===== src/hdl/pidtf_pkg.sv =====
// Shared constants and types for the three-form PID controller.
package pidtf_pkg;

    // Register indexes on the configuration port.
    localparam int CFG_IDX_W = 3;
    localparam logic [CFG_IDX_W-1:0] REG_MODE       = 3'd0;
    localparam logic [CFG_IDX_W-1:0] REG_GAIN_P     = 3'd1;
    localparam logic [CFG_IDX_W-1:0] REG_GAIN_I     = 3'd2;
    localparam logic [CFG_IDX_W-1:0] REG_GAIN_D     = 3'd3;
    localparam logic [CFG_IDX_W-1:0] REG_INTEG_LOW  = 3'd4;
    localparam logic [CFG_IDX_W-1:0] REG_INTEG_HIGH = 3'd5;
    localparam logic [CFG_IDX_W-1:0] REG_DRIVE_LOW  = 3'd6;
    localparam logic [CFG_IDX_W-1:0] REG_DRIVE_HIGH = 3'd7;

    // Controller forms.
    localparam logic [1:0] MODE_PID   = 2'd0;
    localparam logic [1:0] MODE_D_FB  = 2'd1;
    localparam logic [1:0] MODE_PD_FB = 2'd2;

    // Reset values of the limit registers.
    localparam logic signed [15:0] INTEG_LOW_RST  = 16'sd1000;
    localparam logic signed [15:0] INTEG_HIGH_RST = 16'sd2000;
    localparam logic signed [15:0] DRIVE_LOW_RST  = 16'sd1000;
    localparam logic signed [15:0] DRIVE_HIGH_RST = 16'sd1000;

    // Data widths.
    localparam int SAMPLE_W = 16;
    localparam int OPER_W   = 18;
    localparam int TERM_W   = 24;
    localparam int SHIFT_W  = 26;
    localparam int IN_W     = 32;
    localparam int OUT_W    = 80;

    // Bit positions of the integrator value in the output word.
    localparam int OUT_ITERM_LSB = 40;
    localparam int OUT_ITERM_MSB = 55;

    typedef logic signed [SAMPLE_W-1:0] t_sample;
    typedef logic signed [TERM_W-1:0]   t_term;

endpackage


===== src/hdl/pidtf_term.sv =====
// Gain times operand, floor shift by 8 and saturation to 24 bits.
module pidtf_term (
    input  pidtf_pkg::t_sample             i_gain,
    input  logic signed [pidtf_pkg::OPER_W-1:0] i_operand,
    output pidtf_pkg::t_term               o_term
);

    localparam logic signed [pidtf_pkg::SHIFT_W-1:0] SAT_MAX = 26'sd8388607;
    localparam logic signed [pidtf_pkg::SHIFT_W-1:0] SAT_MIN = -26'sd8388608;

    logic signed [pidtf_pkg::SAMPLE_W+pidtf_pkg::OPER_W-1:0] w_prod;
    logic signed [pidtf_pkg::SHIFT_W-1:0]                    w_shift;

    always_comb begin
        w_prod = i_gain * i_operand;
        // Dropping the low bits of a two's complement value rounds toward minus infinity.
        w_shift = w_prod[pidtf_pkg::SAMPLE_W+pidtf_pkg::OPER_W-1:8];
        if (w_shift > SAT_MAX) begin
            o_term = SAT_MAX[pidtf_pkg::TERM_W-1:0];
        end else if (w_shift < SAT_MIN) begin
            o_term = SAT_MIN[pidtf_pkg::TERM_W-1:0];
        end else begin
            o_term = w_shift[pidtf_pkg::TERM_W-1:0];
        end
    end

endmodule


===== src/hdl/pid_controller_three_forms.sv =====
// One word per cycle while the output side is not stalled; the integrator and history
// are written together with the output register.
// An input register and an output register, both under one stall, part the two sides.
// Reset (synchronous, active low) empties both stages, clears the integrator and
// history, and loads the gains with zero and the limits with their defaults.
module pid_controller_three_forms (
    input  logic        i_clk,
    input  logic        i_rst_n,
    input  logic        i_cfg_we,
    input  logic [2:0]  i_cfg_idx,
    input  logic [15:0] i_cfg_data,
    input  logic        i_s_tvalid,
    output logic        o_s_tready,
    input  logic [31:0] i_s_tdata,   // setpoint[15:0], measured[31:16]
    output logic        o_m_tvalid,
    input  logic        i_m_tready,
    output logic [79:0] o_m_tdata    // drive[15:0], p_term[39:16], i_term[55:40], d_term[79:56]
);

    logic [1:0]         r_mode;
    pidtf_pkg::t_sample r_gain_p, r_gain_i, r_gain_d;
    pidtf_pkg::t_sample r_integ_low, r_integ_high, r_drive_low, r_drive_high;

    logic               r_s1_vld;
    pidtf_pkg::t_sample r_sp, r_fb;

    pidtf_pkg::t_sample          r_integ;
    logic signed [16:0]          r_last_err;
    pidtf_pkg::t_sample          r_last_fb;

    logic                        r_out_vld;
    logic [pidtf_pkg::OUT_W-1:0] r_out;

    logic                                  w_adv;
    logic                                  w_p_on_fb, w_d_on_fb;
    logic signed [16:0]                    w_err;
    logic signed [pidtf_pkg::OPER_W-1:0]   w_p_op, w_i_op, w_d_op;
    pidtf_pkg::t_term                      w_p, w_i, w_d;
    logic signed [pidtf_pkg::SHIFT_W-1:0]  w_acc, w_acc_hi, w_ctl;
    pidtf_pkg::t_sample                    n_integ, n_drive;

    // Configuration registers.
    always_ff @(posedge i_clk) begin
        if (!i_rst_n) begin
            r_mode       <= pidtf_pkg::MODE_PID;
            r_gain_p     <= '0;
            r_gain_i     <= '0;
            r_gain_d     <= '0;
            r_integ_low  <= pidtf_pkg::INTEG_LOW_RST;
            r_integ_high <= pidtf_pkg::INTEG_HIGH_RST;
            r_drive_low  <= pidtf_pkg::DRIVE_LOW_RST;
            r_drive_high <= pidtf_pkg::DRIVE_HIGH_RST;
        end else if (i_cfg_we) begin
            unique case (i_cfg_idx)
                pidtf_pkg::REG_MODE:       r_mode       <= i_cfg_data[1:0];
                pidtf_pkg::REG_GAIN_P:     r_gain_p     <= i_cfg_data;
                pidtf_pkg::REG_GAIN_I:     r_gain_i     <= i_cfg_data;
                pidtf_pkg::REG_GAIN_D:     r_gain_d     <= i_cfg_data;
                pidtf_pkg::REG_INTEG_LOW:  r_integ_low  <= i_cfg_data;
                pidtf_pkg::REG_INTEG_HIGH: r_integ_high <= i_cfg_data;
                pidtf_pkg::REG_DRIVE_LOW:  r_drive_low  <= i_cfg_data;
                pidtf_pkg::REG_DRIVE_HIGH: r_drive_high <= i_cfg_data;
            endcase
        end
    end

    assign w_adv      = !r_out_vld || i_m_tready;
    assign o_s_tready = !r_s1_vld || w_adv;

    // Input register.
    always_ff @(posedge i_clk) begin
        if (!i_rst_n) begin
            r_s1_vld <= 1'b0;
        end else if (o_s_tready) begin
            r_s1_vld <= i_s_tvalid;
        end
        if (o_s_tready && i_s_tvalid) begin
            r_sp <= i_s_tdata[15:0];
            r_fb <= i_s_tdata[31:16];
        end
    end

    // The unused mode code takes the same path as proportional and derivative on feedback.
    assign w_p_on_fb = (r_mode != pidtf_pkg::MODE_PID) && (r_mode != pidtf_pkg::MODE_D_FB);
    assign w_d_on_fb = (r_mode != pidtf_pkg::MODE_PID);

    always_comb begin
        w_err  = 17'(r_sp) - 17'(r_fb);
        w_i_op = 18'(w_err);
        w_p_op = w_p_on_fb ? (18'sd0 - 18'(r_fb)) : 18'(w_err);
        w_d_op = w_d_on_fb ? (18'(r_last_fb) - 18'(r_fb)) : (18'(w_err) - 18'(r_last_err));
    end

    pidtf_term u_term_p (.i_gain(r_gain_p), .i_operand(w_p_op), .o_term(w_p));
    // Saturating the integral step does not change the clamped sum: any value past
    // 24 bits already lands beyond both 16-bit clamps.
    pidtf_term u_term_i (.i_gain(r_gain_i), .i_operand(w_i_op), .o_term(w_i));
    pidtf_term u_term_d (.i_gain(r_gain_d), .i_operand(w_d_op), .o_term(w_d));

    always_comb begin
        w_acc    = 26'(r_integ) + 26'(w_i);
        w_acc_hi = (w_acc > 26'(r_integ_high)) ? 26'(r_integ_high) : w_acc;
        n_integ  = (w_acc_hi < 26'(r_integ_low)) ? r_integ_low : w_acc_hi[15:0];
        w_ctl    = 26'(w_p) + 26'(n_integ) + 26'(w_d);
        if (w_ctl > 26'(r_drive_high)) begin
            n_drive = r_drive_high;
        end else if (w_ctl < 26'(r_drive_low)) begin
            n_drive = r_drive_low;
        end else begin
            n_drive = w_ctl[15:0];
        end
    end

    // Controller state and output register.
    always_ff @(posedge i_clk) begin
        if (!i_rst_n) begin
            r_out_vld  <= 1'b0;
            r_integ    <= '0;
            r_last_err <= '0;
            r_last_fb  <= '0;
        end else if (w_adv) begin
            r_out_vld <= r_s1_vld;
            if (r_s1_vld) begin
                r_integ    <= n_integ;
                r_last_err <= w_err;
                r_last_fb  <= r_fb;
            end
        end
        if (w_adv && r_s1_vld) begin
            r_out <= {w_d, n_integ, w_p, n_drive};
        end
    end

    assign o_m_tvalid = r_out_vld;
    assign o_m_tdata  = r_out;

endmodule


===== config.mk =====
export PLATFORM = sky130hd
export DESIGN_NAME = pid_controller_three_forms
export DESIGN_NICKNAME = d
export VERILOG_FILES = /design/src/hdl/pidtf_pkg.sv /design/src/hdl/pidtf_term.sv /design/src/hdl/pid_controller_three_forms.sv
export SDC_FILE = /design/constraint.sdc
export NUM_CORES = 2
export LEC_CHECK = 0
export BUFFER_PORTS_ARGS = -buffer_cell sky130_fd_sc_hd__buf_4
export CAP_MARGIN = 20
export CORE_ASPECT_RATIO = 1.4
export CORE_MARGIN = 2
export CORE_UTILIZATION = 50
export DETAILED_ROUTE_END_ITERATION = 10
export PLACE_DENSITY = 0.63
export SLEW_MARGIN = 30
export SYNTH_ARGS = -nofsm -noshare
export SYNTH_HDL_FRONTEND = slang
export SYNTH_HIERARCHICAL = 1
export SYNTH_SLANG_ARGS = --single-unit

===== constraint.sdc =====
create_clock -name i_clk -period 24.4 [get_ports i_clk]
set_input_delay 2.44 -clock i_clk [delete_from_list [all_inputs] [get_ports i_clk]]
set_output_delay 2.44 -clock i_clk [all_outputs]
set_load 0.03 [all_outputs]

==> impl_metrics.ini <==
[synthesis]
synth.largest_area_cell = fa_1
ys_seq_elements = 277
synth-simple-area-share_pct = 15.16
yosys.area_share.adder_pct = 46.39
synth_edf_count = 112
syn_nets = 7018
synth_top_family_by_area = adder cells
syn_avg_cell_area_um2 = 9.026
synth_area_leaders = fa_1 35%, ha_1 11%, inv_1 8.3%, edfxtp_1 6.6%, dfxtp_1 6.5%
syn-instance-count = 5619
ys.flop_type = dfxtp_1
yosysMostFrequentCell = inv_1
synth_common_cells = 1,125 x inv_1, 896 x fa_1, 750 x nand2_1
syn-cell-area_um2 = 50720
yosysUniqueCellTypes = 100
yosys.area_share.xor_xnor_pct = 3.397
synth_warnings = 6
muxShareOfSynthArea_pct = 1.710
synth-compound-area-share_pct = 10.06
ys_seq_area_share_pct = 13.14
yosysTopAreaCellShare_pct = 35.37
async_flop_share_pct = 0

[route]
vias_per_cell = 5.490
routed-wl-met3_mm = 5.994
firstDrtPassIters = 6
ant_nets = 0
drc = 0
first_iter_violations = 2190
met1_length_mm = 55.29
dr_wl_met2_mm = 74.64
top_layer_used = met5
totalWireLength_mm = 146.1
wl_per_cell_um = 20.87
vias = 38440

[timing]
max_slew_margin_pct = 30.68
period_needed_ns = 22.66
final_max_slew_viol_count = 0
timing.fmax_ghz = 0.04412
skew_ns = 0.06933
period_share_pct = 92.88
worst_slew_pin_slew_ns = 1.040
hold_viol = 0
grt_setup_unrepaired = no
setup_viol = 0
timing.hold.ws_ns = 0.4546
worst_slack_ns = 1.736
tns_ns = 0

[clock_network]
cts_setup_buffers = 0
clkSinkCount = 277
clock_path_buffers = 3
insertion_delay_ns = 0.60
cts_root_buf = clkbuf_16
cts_tree = yes
hold_buffers = 0
clk_pin_slew_ns = 0.06
post_cts_resized = 0
ctsHtreeMaxLevel = 2
cts-buffers-inserted = 36

[worst_setup_path]
slowest_stage = fa_1
reg2reg_to = o_m_tdata[0]
start_kind = flip-flop
cp_data_required_time_ns = 24.75
r2r_start = r_fb[0]
crit_top_cell = fa_1
reg2reg_depth = 82
reg2reg_slack_ns = 1.74
cp-endpoint = o_m_tdata[0]
critPathKind = reg -> reg
cp.arrival_ns = 23.01
startpoint = r_fb[0]
crit_path_max_fanout = 33
crit_path_end_kind = flip-flop
max_stage_delay_ns = 0.90

[final_layout]
drive_gt1_share_pct = 7.162
fill_cells = 9430
fin_util_pct = 53.97
nets = 7040
final_cells = 7002
final_area_um2 = 54430
area_growth_pct = 7.312
largest_register_ffs = 80

[die]
num_rows = 138
start_util_pct = 50.30
dieArea_um2 = 104000
die_y_um = 380.8
die_w_um = 273.2
core_area_um2 = 100800
boundaryPins = 138

[placement]
place_inst = 6933
numPortBuffers = 137
postPlaceCellArea_um2 = 53090
dp_hpwl_mm = 118.6
place_ws_ns = 1.573
routabilityCongestion = 0.9119

[pwr]
p_int_mw = 3.201
combPwrFrac_pct = 81.1
irDropWorstVdd_uv = 362.3
power.switching_mw = 3.487
clkPwrFrac_pct = 8.5
p_per_area_nw_per_um2 = 122.9
swShare_pct = 52.14
p_total_mw = 6.687
power_leakage_nw = 26.76
pwr-share-seq_pct = 10.3

[grt]
grt_max_degree = 89
antenna_found_initial = 7
first_global_vias = 40920
grt_pass1_wl_mm = 230.6
grt.overflow.total = 0
grt_usage_pct = 28.83

[min_path]
hold_path_depth = 2
hp-class = reg -> reg

[outcome]
status = complete, no violations

[job]
drv_cap = 0
-- layout by cell type, fill, tap and decap left out, drive strengths merged, types with 38 or more instances in the layout --
| cell type | instances |
|---|---|
| edfxtp | 112 |
| nand2b | 38 |
| nand2 | 750 |
| ha | 447 |
| xnor2 | 143 |
| nand4 | 46 |
| mux2i | 42 |
| a21o | 103 |
| fa | 896 |
| xor2 | 52 |
| inv | 1133 |
| mux2 | 39 |
| dfxtp | 165 |
| a21oi | 302 |
| nand3 | 73 |
| o21ai | 151 |
| o211ai | 53 |
| clkbuf | 42 |
| buf | 191 |
| and2 | 412 |
| nor2 | 152 |
| nor3 | 45 |
-- cell families after synthesis --
kind of cell               count (synthesis)
muxes                                     81
and+or+nand+nor                         1605
xor gates and xnor gates                 195
adders and majority gates               1343
AOI/OAI and AO/OA                        784
DFF                                      277
buffers and inverters                   1334
-- worst max-delay path: cells and delay by family (launching register included) --
kind	cells	cell delay, ns
AOI/OAI and AO/OA	37	9.23
muxes	5	1.78
buffers and inverters	8	1.63
DFF	1	0.42
adders and majority gates	16	6.80
xor gates and xnor gates	3	0.63
and+or+nand+nor	13	1.89
-- power groups by stage --
stage / clock, mW / combinational, mW / sequential [mW]
floorplan: 0 / 3.99 / 0.749
global placement: 0 / 5.32 / 0.700
detailed placement: 0 / 5.38 / 0.699
CTS: 0.583 / 5.41 / 0.691
global route: 0.600 / 6.00 / 0.693
finish: 0.571 / 5.43 / 0.691
-- routing by layer --
| metal | global-route usage [%] | up-vias |
|---|---|---|
| li1 | - | 17600 |
| met1 | 33.93 | 19520 |
| met2 | 50.86 | 983 |
| met3 | 2.944 | 336 |
| met4 | 16.56 | 6 |
| met5 | 0 | - |
-- worst min-delay path by stage --
stage                   startpoint  slack (ns)        endpoint
floorplan              r_gain_p[1]        0.43     r_gain_p[1]
global placement    r_last_err[10]        0.44  r_last_err[10]
detailed placement  r_last_err[10]        0.45  r_last_err[10]
CTS                 r_last_err[10]        0.46  r_last_err[10]
global route           r_gain_p[7]        0.47     r_gain_p[7]
finish                 r_gain_p[7]        0.45     r_gain_p[7]
-- final cells by class --
type	count	area [um^2]	area share [%]
Multi-Input combinational cell	4008	39140	71.91
Sequential cell	277	6671	12.26
Tap cell	1330	1664	3.058
Antenna cell	3	7.507	0.01379
Inverter	1127	4238	7.786
Timing Repair Buffer	191	1434	2.635
Clock inverter	24	306.5	0.5632
Clock buffer	42	964.7	1.772
No activity file was read; power rests on OpenSTA's default activity.
